<file path="src/sv/fblc_pkg.sv">
// ----------------------------------------------------------------------------
// fblc_pkg
// Shared types and constants of the frame buffer layout calculator.
// ----------------------------------------------------------------------------
package fblc_pkg;

   localparam int DIM_BITS   = 14;
   localparam int STRIDE_W   = 15;
   localparam int SIZE_W     = 32;
   localparam int OFFSET_W   = 31;
   localparam int SBA_W      = 13;
   localparam int HA_W       = 9;
   localparam int CSR_IDX_W  = 2;
   localparam int CSR_DATA_W = 13;
   localparam int FMT_W      = 3;
   localparam int PLANE_W    = 2;
   // Row bytes before alignment: (width + 1) * 4
   localparam int NUM_W      = DIM_BITS + 3;

   localparam logic [STRIDE_W-1:0] STRIDE_MAX = '1;

   localparam logic [FMT_W-1:0] FMT_NV12    = 3'd0;
   localparam logic [FMT_W-1:0] FMT_YUV420P = 3'd1;
   localparam logic [FMT_W-1:0] FMT_YUYV    = 3'd2;
   localparam logic [FMT_W-1:0] FMT_RGBA    = 3'd3;

   localparam logic [PLANE_W-1:0] PLANE_LUMA = 2'd0;
   localparam logic [PLANE_W-1:0] PLANE_ONE  = 2'd1;
   localparam logic [PLANE_W-1:0] PLANE_TWO  = 2'd2;

   localparam logic [CSR_IDX_W-1:0] CSR_STRIDE_ALIGN = 2'd0;
   localparam logic [CSR_IDX_W-1:0] CSR_HEIGHT_ALIGN = 2'd1;
   localparam logic [CSR_IDX_W-1:0] CSR_SIZE_MODE    = 2'd2;

   typedef struct packed {
      logic [FMT_W-1:0]    format;
      logic [DIM_BITS-1:0] visible_width;
      logic [DIM_BITS-1:0] visible_height;
      logic [PLANE_W-1:0]  plane;
   } req_type;

   typedef struct packed {
      logic [STRIDE_W-1:0] width_stride;
      logic [STRIDE_W-1:0] height_stride;
      logic [SIZE_W-1:0]   buffer_size;
      logic [OFFSET_W-1:0] plane_offset;
   } rsp_type;

endpackage

</file>
<file path="src/sv/fblc_rem_pipe.sv">
// ----------------------------------------------------------------------------
// fblc_rem_pipe
// Pipelined restoring remainder: one numerator bit per stage.
// ----------------------------------------------------------------------------
module fblc_rem_pipe import fblc_pkg::*; #(
   parameter int NUM_W_P = NUM_W,
   parameter int DEN_W_P = SBA_W
) (
   input  logic               clock,
   input  logic               adv,
   input  logic [NUM_W_P-1:0] num,
   input  logic [DEN_W_P-1:0] den,
   output logic [NUM_W_P-1:0] num_out,
   output logic [DEN_W_P-1:0] rem_out
);

   logic [NUM_W_P-1:0] num_ff [NUM_W_P];
   logic [DEN_W_P-1:0] den_ff [NUM_W_P];
   logic [DEN_W_P-1:0] rem_ff [NUM_W_P];

   for (genvar k = 0; k < NUM_W_P; k++) begin : g_step
      logic [NUM_W_P-1:0] num_src;
      logic [DEN_W_P-1:0] den_src;
      logic [DEN_W_P-1:0] rem_src;
      logic [DEN_W_P:0]   trial;
      logic [DEN_W_P-1:0] rem_in;

      if (k == 0) begin : g_first
         assign num_src = num;
         assign den_src = den;
         assign rem_src = '0;
      end else begin : g_next
         assign num_src = num_ff[k-1];
         assign den_src = den_ff[k-1];
         assign rem_src = rem_ff[k-1];
      end

      assign trial  = {rem_src, num_src[NUM_W_P-1-k]};
      assign rem_in = (trial >= {1'b0, den_src}) ? DEN_W_P'(trial - {1'b0, den_src})
                                                 : trial[DEN_W_P-1:0];

      always_ff @(posedge clock) begin
         if (adv) begin
            num_ff[k] <= num_src;
            den_ff[k] <= den_src;
            rem_ff[k] <= rem_in;
         end
      end
   end

   assign num_out = num_ff[NUM_W_P-1];
   assign rem_out = rem_ff[NUM_W_P-1];

endmodule

</file>
<file path="src/sv/frame_buffer_layout_calc_unit.sv">
// A request passes the entry registers, the remainder pipelines, stages F1 to F4 and the output register.
// Throughput: one request per cycle while req_stall is low; the two remainder pipelines take one bit per stage.
// A skid register behind the output register absorbs one stalled result; req_stall is
// that skid being full. Synchronous reset clears the valid bits and the three configuration registers.
// ----------------------------------------------------------------------------
// frame_buffer_layout_calc_unit
// Stride, buffer size and plane offset of a video frame buffer.
// ----------------------------------------------------------------------------
module frame_buffer_layout_calc_unit import fblc_pkg::*; (
   input  logic                  clock,
   input  logic                  reset,
   input  logic                  req_valid,
   output logic                  req_stall,
   input  req_type               req_data,
   output logic                  rsp_valid,
   input  logic                  rsp_stall,
   output rsp_type               rsp_data,
   input  logic                  csr_wen,
   input  logic [CSR_IDX_W-1:0]  csr_index,
   input  logic [CSR_DATA_W-1:0] csr_wdata
);

   localparam int WB    = NUM_W;
   localparam int BW    = ((WB > SBA_W) ? WB : SBA_W) + 1;
   localparam int HW    = ((DIM_BITS > HA_W) ? DIM_BITS : HA_W) + 1;
   localparam int PIX_W = 2 * STRIDE_W;

   typedef struct packed {
      logic               zero;
      logic [FMT_W-1:0]   fmt;
      logic [PLANE_W-1:0] plane;
      logic               dal2;
      logic [1:0]         bsh;
      logic               use_bytes;
      logic               h_align;
      logic [HA_W-1:0]    ha_eff;
   } ctl_type;

   // configuration
   logic [SBA_W-1:0] sba_ff;
   logic [HA_W-1:0]  ha_ff;
   logic             mode_ff;

   always_ff @(posedge clock) begin
      if (reset) begin
         sba_ff  <= '0;
         ha_ff   <= '0;
         mode_ff <= 1'b0;
      end else if (csr_wen) begin
         case (csr_index)
            CSR_STRIDE_ALIGN: sba_ff  <= csr_wdata[SBA_W-1:0];
            CSR_HEIGHT_ALIGN: ha_ff   <= csr_wdata[HA_W-1:0];
            CSR_SIZE_MODE:    mode_ff <= csr_wdata[0];
            default: ;
         endcase
      end
   end

   logic adv;
   logic skid_v_ff;

   assign adv       = !skid_v_ff;
   assign req_stall = skid_v_ff;

   // entry stage
   ctl_type             ctl_in;
   logic [DIM_BITS:0]   ws0;
   logic [WB-1:0]       bytes0_in;
   logic                has_bpp;

   always_comb begin
      ctl_in        = '0;
      ctl_in.fmt    = req_data.format;
      ctl_in.plane  = req_data.plane;
      ctl_in.zero   = (req_data.visible_width == '0) || (req_data.visible_height == '0);
      has_bpp       = 1'b1;
      case (req_data.format)
         FMT_NV12, FMT_YUV420P: ctl_in.bsh = 2'd0;
         FMT_YUYV:              ctl_in.bsh = 2'd1;
         FMT_RGBA:              ctl_in.bsh = 2'd2;
         default: begin
            ctl_in.bsh = 2'd0;
            has_bpp    = 1'b0;
         end
      endcase
      ctl_in.dal2      = (req_data.format == FMT_NV12) || (req_data.format == FMT_YUV420P)
                         || (req_data.format == FMT_YUYV);
      ctl_in.use_bytes = has_bpp && (sba_ff > SBA_W'(1));
      ctl_in.ha_eff    = (ha_ff != '0) ? ha_ff : (ctl_in.dal2 ? HA_W'(2) : HA_W'(1));
      ctl_in.h_align   = ctl_in.ha_eff > HA_W'(1);
      ws0              = {1'b0, req_data.visible_width}
                         + (DIM_BITS+1)'(ctl_in.dal2 & req_data.visible_width[0]);
      bytes0_in        = WB'(ws0) << ctl_in.bsh;
   end

   ctl_type       ctl_ff [WB+1];
   logic          vld_ff [WB+1];
   logic [WB-1:0] wnum0_ff;
   logic [WB-1:0] hnum0_ff;

   always_ff @(posedge clock) begin
      if (adv) begin
         ctl_ff[0] <= ctl_in;
         wnum0_ff  <= bytes0_in;
         hnum0_ff  <= WB'(req_data.visible_height);
         for (int k = 1; k <= WB; k++) begin
            ctl_ff[k] <= ctl_ff[k-1];
         end
      end
   end

   always_ff @(posedge clock) begin
      if (reset) begin
         for (int k = 0; k <= WB; k++) begin
            vld_ff[k] <= 1'b0;
         end
      end else if (adv) begin
         vld_ff[0] <= req_valid;
         for (int k = 1; k <= WB; k++) begin
            vld_ff[k] <= vld_ff[k-1];
         end
      end
   end

   // remainders of row bytes and row count
   logic [WB-1:0]    wnum;
   logic [SBA_W-1:0] wrem;
   logic [WB-1:0]    hnum;
   logic [HA_W-1:0]  hrem;

   fblc_rem_pipe #(.NUM_W_P(WB), .DEN_W_P(SBA_W)) u_wrem (
      .clock   (clock),
      .adv     (adv),
      .num     (wnum0_ff),
      .den     (sba_ff),
      .num_out (wnum),
      .rem_out (wrem)
   );

   fblc_rem_pipe #(.NUM_W_P(WB), .DEN_W_P(HA_W)) u_hrem (
      .clock   (clock),
      .adv     (adv),
      .num     (hnum0_ff),
      .den     (ctl_ff[0].ha_eff),
      .num_out (hnum),
      .rem_out (hrem)
   );

   // stage F1: round up
   ctl_type        c1;
   logic [BW-1:0]  bytes_in;
   logic [HW-1:0]  hs1_in;
   logic           f1_v_ff;
   ctl_type        f1_ctl_ff;
   logic [BW-1:0]  f1_bytes_ff;
   logic [HW-1:0]  f1_hs_ff;

   always_comb begin
      c1       = ctl_ff[WB];
      bytes_in = BW'(wnum);
      if (c1.use_bytes && (wrem != '0)) begin
         bytes_in = BW'(wnum) + BW'(sba_ff - wrem);
      end
      hs1_in = HW'(hnum);
      if (c1.h_align && (hrem != '0)) begin
         hs1_in = HW'(hnum) + HW'(c1.ha_eff - hrem);
      end
   end

   // stage F2: back to pixels, align, saturate, zero an empty frame
   logic [BW:0]          round_w;
   logic [BW:0]          ws1;
   logic [BW:0]          ws2;
   logic [STRIDE_W-1:0]  ws_in;
   logic [STRIDE_W-1:0]  hs_in;
   logic                 f2_v_ff;
   logic [FMT_W-1:0]     f2_fmt_ff;
   logic [PLANE_W-1:0]   f2_plane_ff;
   logic [STRIDE_W-1:0]  f2_ws_ff;
   logic [STRIDE_W-1:0]  f2_hs_ff;

   always_comb begin
      round_w = ((BW+1)'(1) << f1_ctl_ff.bsh) - (BW+1)'(1);
      ws1     = ((BW+1)'(f1_bytes_ff) + round_w) >> f1_ctl_ff.bsh;
      ws2     = ws1 + (BW+1)'(f1_ctl_ff.dal2 & ws1[0]);
      ws_in   = (32'(ws2) > 32'(STRIDE_MAX)) ? STRIDE_MAX : STRIDE_W'(ws2);
      hs_in   = (32'(f1_hs_ff) > 32'(STRIDE_MAX)) ? STRIDE_MAX : STRIDE_W'(f1_hs_ff);
      if (f1_ctl_ff.zero) begin
         ws_in = '0;
         hs_in = '0;
      end
   end

   // stage F3: pixel count
   logic                f3_v_ff;
   logic [FMT_W-1:0]    f3_fmt_ff;
   logic [PLANE_W-1:0]  f3_plane_ff;
   logic [PIX_W-1:0]    f3_pix_ff;
   logic [STRIDE_W-1:0] f2_ws_dly_ff;
   logic [STRIDE_W-1:0] f2_hs_dly_ff;

   // stage F4: size and offset
   logic               is_yuv;
   rsp_type            res_in;
   logic               p_v_ff;
   rsp_type            p_data_ff;

   always_comb begin
      is_yuv              = (f3_fmt_ff == FMT_NV12) || (f3_fmt_ff == FMT_YUV420P);
      res_in              = '0;
      res_in.width_stride  = f2_ws_dly_ff;
      res_in.height_stride = f2_hs_dly_ff;
      case (f3_fmt_ff)
         FMT_NV12, FMT_YUV420P: begin
            if (mode_ff) begin
               res_in.buffer_size = SIZE_W'({f3_pix_ff, 1'b0});
            end else begin
               res_in.buffer_size = (SIZE_W'(f3_pix_ff) + SIZE_W'({f3_pix_ff, 1'b0})) >> 1;
            end
         end
         FMT_YUYV: res_in.buffer_size = SIZE_W'({f3_pix_ff, 1'b0});
         FMT_RGBA: res_in.buffer_size = SIZE_W'({f3_pix_ff, 2'b00});
         default:  res_in.buffer_size = '0;
      endcase
      if ((f3_plane_ff == PLANE_ONE) && is_yuv) begin
         res_in.plane_offset = OFFSET_W'(f3_pix_ff);
      end else if ((f3_plane_ff == PLANE_TWO) && (f3_fmt_ff == FMT_YUV420P)) begin
         res_in.plane_offset = OFFSET_W'(f3_pix_ff) + OFFSET_W'(f3_pix_ff >> 2);
      end
   end

   always_ff @(posedge clock) begin
      if (adv) begin
         f1_ctl_ff    <= c1;
         f1_bytes_ff  <= bytes_in;
         f1_hs_ff     <= hs1_in;
         f2_fmt_ff    <= f1_ctl_ff.fmt;
         f2_plane_ff  <= f1_ctl_ff.plane;
         f2_ws_ff     <= ws_in;
         f2_hs_ff     <= hs_in;
         f3_fmt_ff    <= f2_fmt_ff;
         f3_plane_ff  <= f2_plane_ff;
         f3_pix_ff    <= PIX_W'(f2_ws_ff * f2_hs_ff);
         f2_ws_dly_ff <= f2_ws_ff;
         f2_hs_dly_ff <= f2_hs_ff;
         p_data_ff    <= res_in;
      end
   end

   always_ff @(posedge clock) begin
      if (reset) begin
         f1_v_ff <= 1'b0;
         f2_v_ff <= 1'b0;
         f3_v_ff <= 1'b0;
         p_v_ff  <= 1'b0;
      end else if (adv) begin
         f1_v_ff <= vld_ff[WB];
         f2_v_ff <= f1_v_ff;
         f3_v_ff <= f2_v_ff;
         p_v_ff  <= f3_v_ff;
      end
   end

   // output register and skid
   logic    out_v_ff;
   rsp_type out_ff;
   rsp_type skid_ff;
   logic    out_take;

   assign out_take = out_v_ff && !rsp_stall;

   always_ff @(posedge clock) begin
      if (reset) begin
         out_v_ff  <= 1'b0;
         skid_v_ff <= 1'b0;
      end else if (skid_v_ff) begin
         if (out_take) begin
            skid_v_ff <= 1'b0;
         end
      end else if (p_v_ff) begin
         if (!out_v_ff || out_take) begin
            out_v_ff <= 1'b1;
         end else begin
            skid_v_ff <= 1'b1;
         end
      end else if (out_take) begin
         out_v_ff <= 1'b0;
      end
   end

   always_ff @(posedge clock) begin
      if (skid_v_ff) begin
         if (out_take) begin
            out_ff <= skid_ff;
         end
      end else if (p_v_ff) begin
         if (!out_v_ff || out_take) begin
            out_ff <= p_data_ff;
         end else begin
            skid_ff <= p_data_ff;
         end
      end
   end

   assign rsp_valid = out_v_ff;
   assign rsp_data  = out_ff;

endmodule

</file>
<file path="config.mk">
export PLATFORM = sky130hd
export DESIGN_NAME = frame_buffer_layout_calc_unit
export DESIGN_NICKNAME = d
export VERILOG_FILES = /design/src/sv/fblc_pkg.sv /design/src/sv/fblc_rem_pipe.sv /design/src/sv/frame_buffer_layout_calc_unit.sv
export SDC_FILE = /design/constraint.sdc
export NUM_CORES = 2
export LEC_CHECK = 0
export BUFFER_PORTS_ARGS = -buffer_cell sky130_fd_sc_hd__buf_4
export CAP_MARGIN = 10
export CELL_PAD_IN_SITES_DETAIL_PLACEMENT = 0
export CELL_PAD_IN_SITES_GLOBAL_PLACEMENT = 2
export CORE_ASPECT_RATIO = 0.8
export CORE_MARGIN = 3
export CORE_UTILIZATION = 49
export CTS_CLUSTER_SIZE = 30
export DETAILED_ROUTE_END_ITERATION = 10
export PLACE_DENSITY_LB_ADDON = 0.1
export SLEW_MARGIN = 5
export SYNTH_ARGS = -nofsm -noshare
export SYNTH_HDL_FRONTEND = slang
export SYNTH_SLANG_ARGS = --single-unit
</file>
<file path="constraint.sdc">
create_clock -name clock -period 107.7 [get_ports clock]
set_input_delay 0 -clock clock [delete_from_list [all_inputs] [get_ports clock]]
set_output_delay 0 -clock clock [all_outputs]
set_load 0.02 [all_outputs]
</file>
# Yosys cells after proc, flatten, opt, wreduce, memory -nomap -nowiden
# Memory sizes are Yosys's and may differ from the RTL's. A register that Yosys moved wholly into a read port is not among the register bits.
# Index checks and enable logic that the tools add are counted.
[word_totals]
register_bits = 480
ramBits = 1704
output_inout_bits = 95
word_cells = 281
n_memories = 8
[mem_list]
columns = ["memory", "words", "word_bits", "read_ports", "rd_ports_with_merged_regs", "wr", "line_no", "source"]
rows = [
  ["ctl_ff", 18, 20, 18, 0, 18, "frame_buffer_layout_calc_unit.sv:96", "ctl_type ctl_ff [WB+1];"],
  ["u_hrem.num_ff", 17, 17, 17, 0, 17, "fblc_rem_pipe.sv:17", "logic [NUM_W_P-1:0] num_ff [NUM_W_P];"],
  ["u_wrem.num_ff", 17, 17, 17, 0, 17, "fblc_rem_pipe.sv:17", ""],
  ["u_wrem.den_ff", 17, 13, 16, 0, 17, "fblc_rem_pipe.sv:18", "logic [DEN_W_P-1:0] den_ff [NUM_W_P];"],
  ["u_wrem.rem_ff", 17, 13, 17, 0, 17, "fblc_rem_pipe.sv:19", "logic [DEN_W_P-1:0] rem_ff [NUM_W_P];"],
  ["u_hrem.den_ff", 17, 9, 16, 0, 17, "fblc_rem_pipe.sv:18", ""],
  ["+2 memories", "-", "-", "-", "-", "-", "-", ""],
]
[op_classes]
add_sub_neg = 44
multipliers = 1
order_cmp = 37
n_eq_ne = 12
shift = 3
mux = 79
bitwise = 23
n_reduce_logical = 34
[op_table]
columns = ["cell", "n"]
rows = [
  ["93-bit two-way mux", 4],
  ["14-bit by 13-bit >= comparator with 1-bit output", 16],
  ["13-bit two-way mux", 17],
  ["13-bit subtractor", 16],
  ["9-bit two-way mux", 18],
  ["10-bit by 9-bit >= comparator with 1-bit output", 16],
  ["9-bit subtractor", 16],
  ["32-bit one-hot mux with 3 select lines", 1],
  ["30-bit two-way mux", 2],
  ["30-bit by 31-bit adder with 32-bit output", 1],
  ["30-bit by 28-bit adder with 31-bit output", 1],
  ["1-bit two-way mux", 31],
  ["31-bit two-way mux", 1],
  ["15-bit by 15-bit multiplier with 30-bit output", 1],
  ["15-bit two-way mux", 2],
  ["14-bit logical NOT", 2],
  ["18-bit by 19-bit adder with 19-bit output", 1],
  ["19-bit by 1-bit adder with 19-bit output", 1],
  ["19-bit by 15-bit > comparator with 1-bit output (second input constant)", 1],
  ["1-bit by 2-bit left shift with 19-bit output (first input constant)", 1],
  ["19-bit by 2-bit right shift with 19-bit output", 1],
  ["19-bit by 2-bit subtractor with 19-bit output (second input constant)", 1],
  ["17-bit by 18-bit adder with 18-bit output", 1],
  ["1-bit bitwise OR", 18],
  ["33 further kinds", 63],
]

# Logic depth before layout (Yosys ltp)
[depth]
ltp_word = 8
mapped_depth = 26

# Hierarchy
# A second synthesis with hierarchy kept.
[hier_totals]
hier_cells = 7623
area_unflattened_um2 = 105204.6
[by_module_without_submodules]
columns = ["mod", "instances", "cells_per_inst", "area_each_um2", "seq_area_each_um2"]
rows = [
  ["frame_buffer_layout_calc_unit", 1, 3353, 44141.1, 25504.5],
  ["fblc_rem_pipe (u_wrem)", 1, 2479, 34697.0, 21560.7],
  ["fblc_rem_pipe (u_hrem)", 1, 1791, 26366.5, 17596.9],
]

# Worst setup path before layout
# OpenSTA, ideal clock, no wires.
[synth_timing]
path_kind = "reg2reg"
startpoint = "register skid_v_ff (netlist: req_stall)"
endpoint = "register out_ff (netlist bit rsp_data[0]) (enable)"
setup_ps = 685
arrival_ps = 44831
required_time_ps = 107015
slack_ps = 62184
path_stages_with_launch = 5
n_path_buf = 1
path_cell_list = "dfxtp_1 clkbuf_1 inv_1 nand2_1 a21boi_0"
[synth_between]
elab_chain_len = 2
elab_cells_between_ends = 4
[synth_rtl]
columns = ["item", "line_no", "source"]
rows = [
  ["start, declared", "frame_buffer_layout_calc_unit.sv:60", "logic skid_v_ff;"],
  ["start signal, assigned", "frame_buffer_layout_calc_unit.sv:275", "skid_v_ff <= 1'b0;"],
  ["start signal, assigned", "frame_buffer_layout_calc_unit.sv:278", "skid_v_ff <= 1'b0;"],
  ["start signal, assigned", "frame_buffer_layout_calc_unit.sv:284", "skid_v_ff <= 1'b1;"],
  ["2-bit by 1-bit != test with 1-bit output (no source line) / 2-bit nonzero test (equally long branches)", "-", ""],
  ["3-bit AND reduction (no source line) (*)", "-", ""],
  ["end signal, assigned", "frame_buffer_layout_calc_unit.sv:294", "out_ff <= skid_ff;"],
  ["end signal, assigned", "frame_buffer_layout_calc_unit.sv:298", "out_ff <= p_data_ff;"],
  ["end, declared", "frame_buffer_layout_calc_unit.sv:266", "rsp_type out_ff;"],
]
# Mark *: on every way between the ends. The rest lies on a longest branch, timed or not.
# A chain may end at the register's enable or synchronous reset.

# Final worst setup path
[layout_timing]
startpoint = "register f2_ws_ff[9]"
endpoint = "register f3_pix_ff[26] (data pin)"
[layout_between]
elab_chain_len = 1
[layout_rtl]
columns = ["item", "line_no", "source"]
rows = [
  ["start, declared", "frame_buffer_layout_calc_unit.sv:179", "logic [STRIDE_W-1:0] f2_ws_ff;"],
  ["start signal, assigned", "frame_buffer_layout_calc_unit.sv:239", "f2_ws_ff <= ws_in;"],
  ["15-bit by 15-bit multiplier with 30-bit output", "frame_buffer_layout_calc_unit.sv:243", "f3_pix_ff <= PIX_W'(f2_ws_ff * f2_hs_ff);"],
  ["end signal, assigned", "frame_buffer_layout_calc_unit.sv:243", ""],
  ["end, declared", "frame_buffer_layout_calc_unit.sv:198", "logic [PIX_W-1:0] f3_pix_ff;"],
]
# Every way passes these cells.

==> results_dict.tcl <==
set metrics [dict create \
    hold_end "sba_ff[8]$_SDFFE_PP0P_" \
    io_buffers 147 \
    max-cap-violations 0 \
    setup_slack_ns 100.48 \
    skew_ns 0.05799 \
    netlist_area_um2 96690 \
    io_pins 148 \
    crit_cells 23 \
    postSynthCellCount 7227 \
    cts.path.max_buffers 3 \
    cts_resized 0 \
    mostFrequentLayoutCell "edfxtp_1" \
    fp.dieW_um 502.6 \
    ant_nets 0 \
    final_cell_mix "edfxtp_1 (1,939), inv_1 (760), ha_1 (585), nor2_1 (424), nand2_1 (391)" \
    relSlewSlack_pct 22.94 \
    finalSetupTns_ns 0 \
    synth_edf_count 1939 \
    cts-root-buf "clkbuf_16" \
    area_growth_pct 12.33 \
    viasPerCell 5.214 \
    arrival_ns 7.74 \
    postCtsSetupRepairBufs 0 \
    start_util_pct 49.39 \
    max_stage_delay_ns 0.69 \
    finalHoldViolCount 0 \
    r2r_start "f2_ws_ff[9]$_SDFFCE_PP0N_" \
    first_pass_iters 5 \
    drt_iter0_markers 3522 \
    ys_ff_latch 1968 \
    r2r_slack_ns 100.48 \
    run_status "finished, final reports clean" \
    drc 0 \
    ys.flop_type "edfxtp_1" \
    place_inst 9837 \
    post-place-ws_ns 100.53 \
    tritoncts "yes" \
    end_kind "flip-flop" \
    drv_slew 0 \
    async_flop_share_pct 0 \
    synthDistinctLibCells 85 \
    reg2reg_to "f3_pix_ff[26]$_DFFE_PN_" \
    finalNetCount 8414 \
    setup.worst_path.class "flip-flop to flip-flop" \
    clkLatencyLatePin_ns 0.82 \
    rsz0062_at_grt "no" \
    cts.sinks 1968 \
    ys_warn_count 0 \
    syn_avg_cell_area_um2 13.38 \
    path_cells "and2_1 > fa_1 > inv_1 > fa_1 > inv_1 > fa_1 > fa_1 > fa_1 > inv_1 > fa_1 > inv_1 > ha_1 > a21o_1 > a21oi_1 > o21ai_0 > nand2_1 > o21ai_0 > o41ai_1 > o22ai_1 > o41ai_1 > o21bai_1 > a21oi_1 > xnor2_1" \
    wl_per_cell_um 17.85 \
    cts_buffers 196 \
    max_slew.worst_pin.slew_ns 1.154 \
    cp_max_fo 16 \
    critPathTopFamily "adder cells" \
    setup_viol 0 \
    fmax_mhz 138.6 \
    grtUsageTotal_pct 18.20 \
    slowest_stage "edfxtp_1" \
    worstHoldPathCells 4 \
    grt-ovfl-total 0 \
    drive_gt1_share_pct 11.48 \
    grt_pass1_wl_um 294700 \
    totalWireLength_um 184000 \
    dieHeight_um 403.3 \
    cp_data_required_time_ns 108.23 \
    syn_nets 8071 \
    min_from "csr_wdata[8]" \
    grt_pass1_vias 52905 \
    hpwl_um 130300 \
    ys_seq_area_share_pct 60.82 \
    hp-class "input pin to flip-flop" \
    place.gp.congestion 0.8288 \
    grt_max_degree 205 \
    core-area_um2 195800 \
    start_kind "flip-flop" \
    fin_util_pct 55.48 \
    vias 53753 \
    cts_max_level 4 \
    num_rows 145 \
    timing.final.crit_share_pct 6.700 \
    clkTransAtPathRegs_ns 0.07 \
    dieArea_um2 202700 \
    path_buf_inv 4 \
    layout.cells.non_filler 10310 \
    grt_antenna_before_repair 7 \
    path_common_cell "fa_1" \
    r2r_cells 23 \
    fillCellCount 15987 \
    min_period_ns 7.216 \
]
==> stage by stage <==
step	instance area (µm²)	hold slack, ns
3_5_place_dp	100900	0.1799
4_1_cts	108600	0.002148
6_report	108600	0.07434
3_3_place_gp	100900	0.1780
5_1_grt	108600	0.03202
2_1_floorplan	96690	0.09887
==> state kept, by name (all words and copies together), names as in the netlist, 9 cells and up <==
name / flops
rsp_data: 93
f2_hs_ff: 15
hnum0_ff: 14
f1_hs_ff: 15
f2_ws_dly_ff: 15
f2_hs_dly_ff: 15
f2_ws_ff: 15
u_wrem.num_ff: 289
u_wrem.rem_ff: 221
sba_ff: 13
ha_ff: 9
f1_bytes_ff: 18
p_data_ff: 93
ctl_ff: 360
f1_ctl_ff: 9
skid_ff: 93
u_hrem.rem_ff: 153
u_hrem.num_ff: 238
wnum0_ff: 17
f3_pix_ff: 30
vld_ff: 18
u_wrem.den_ff: 208
==> worst register-to-register path, cell delays in order (launching register included) <==
cell      delay (ns)
edfxtp_1        0.69
and2_1          0.33
fa_1            0.53
inv_1           0.05
fa_1            0.53
inv_1           0.05
fa_1            0.52
fa_1            0.44
fa_1            0.57
inv_1           0.06
fa_1            0.53
inv_1           0.04
ha_1            0.34
a21o_1          0.17
a21oi_1         0.28
o21ai_0         0.17
nand2_1         0.09
o21ai_0         0.18
o41ai_1         0.38
o22ai_1         0.18
o41ai_1         0.45
o21bai_1        0.10
a21oi_1         0.18
xnor2_1         0.09
==> final cells by class <==
class,instances,area (µm²),area share [%]
Sequential cell,1968,58810,54.15
Clock buffer,237,5130,4.723
Timing Repair Buffer,296,2525,2.325
Tap cell,2572,3218,2.963
Antenna cell,1,2.502,0.002304
Inverter,763,2872,2.644
Multi-Input combinational cell,4345,34540,31.80
Clock inverter,128,1514,1.394
==> synthesized netlist by cell type (48+ instances only) <==
cell type / number / area, µm²
nand2_1: 391 / 1468
a211oi_1: 75 / 563.0
ha_1: 585 / 7320
mux2_2: 314 / 3536
nand2b_1: 83 / 519.3
nor3_1: 94 / 470.5
nand4_1: 88 / 550.5
clkbuf_1: 130 / 488.0
inv_1: 761 / 2856
nor2b_1: 145 / 907.1
a21boi_0: 56 / 420.4
a21oi_1: 369 / 1847
edfxtp_1: 1939 / 58230
mux2i_1: 80 / 800.8
xnor2_1: 236 / 2067
and2_1: 153 / 957.2
xor2_1: 122 / 1069
nor2_1: 425 / 1595
fa_1: 206 / 4124
a21o_1: 184 / 1381
nand3_1: 52 / 260.3
o21a_1: 48 / 360.4
o21ai_0: 302 / 1511
==> metal layers <==
metal / wire length [µm] / part of all wire [%] / GRT usage, % / vias to the layer above
li1: - / - / - / 26836
met1: 91460 / 50 / 27.40 / 25839
met2: 81600 / 44 / 27.87 / 814
met3: 6829 / 3.7 / 2.753 / 262
met4: 4100 / 2.2 / 4.337 / 2
met5: 9 / 0.0049 / 0 / -
==> how the worst max path moves through the flow <==
stage	from	slack, ns	endpoint
2_1_floorplan	req_stall$_SDFF_PP0_	62.18	rsp_data[0]$_DFFE_PP_
3_3_place_gp	f2_ws_ff[9]$_SDFFCE_PP0N_	100.64	f3_pix_ff[26]$_DFFE_PN_
3_5_place_dp	f2_ws_ff[9]$_SDFFCE_PP0N_	100.53	f3_pix_ff[26]$_DFFE_PN_
4_1_cts	f2_ws_ff[9]$_SDFFCE_PP0N_	100.51	f3_pix_ff[26]$_DFFE_PN_
5_1_grt	f2_ws_ff[6]$_SDFFCE_PP0N_	100.13	f3_pix_ff[26]$_DFFE_PN_
6_report	f2_ws_ff[9]$_SDFFCE_PP0N_	100.48	f3_pix_ff[26]$_DFFE_PN_
==> logic make-up (layout without fill, tap and decap cells) <==
| group | after synthesis | after routing | share of synthesized area, % |
|---|---|---|---|
| buf+inv | 914 | 1424 | 3.579 |
| compound gates | 1251 | 1251 | 8.195 |
| flops | 1968 | 1968 | 60.82 |
| other cells | 0 | 1 | 0 |
| mux | 394 | 394 | 4.485 |
| xor+xnor | 359 | 359 | 3.260 |
| simple gates | 1550 | 1550 | 7.823 |
| fa+ha+maj | 791 | 791 | 11.84 |
==> what timing repair did <==
item	CTS	global route
endpoints found under the hold margin	136	0
hold buffers	101	0
setup endpoints to repair	0	0
Power is left out: the tool's default activity adds up to more than one toggle a clock period on the data nets, which glitch-free logic cannot reach.
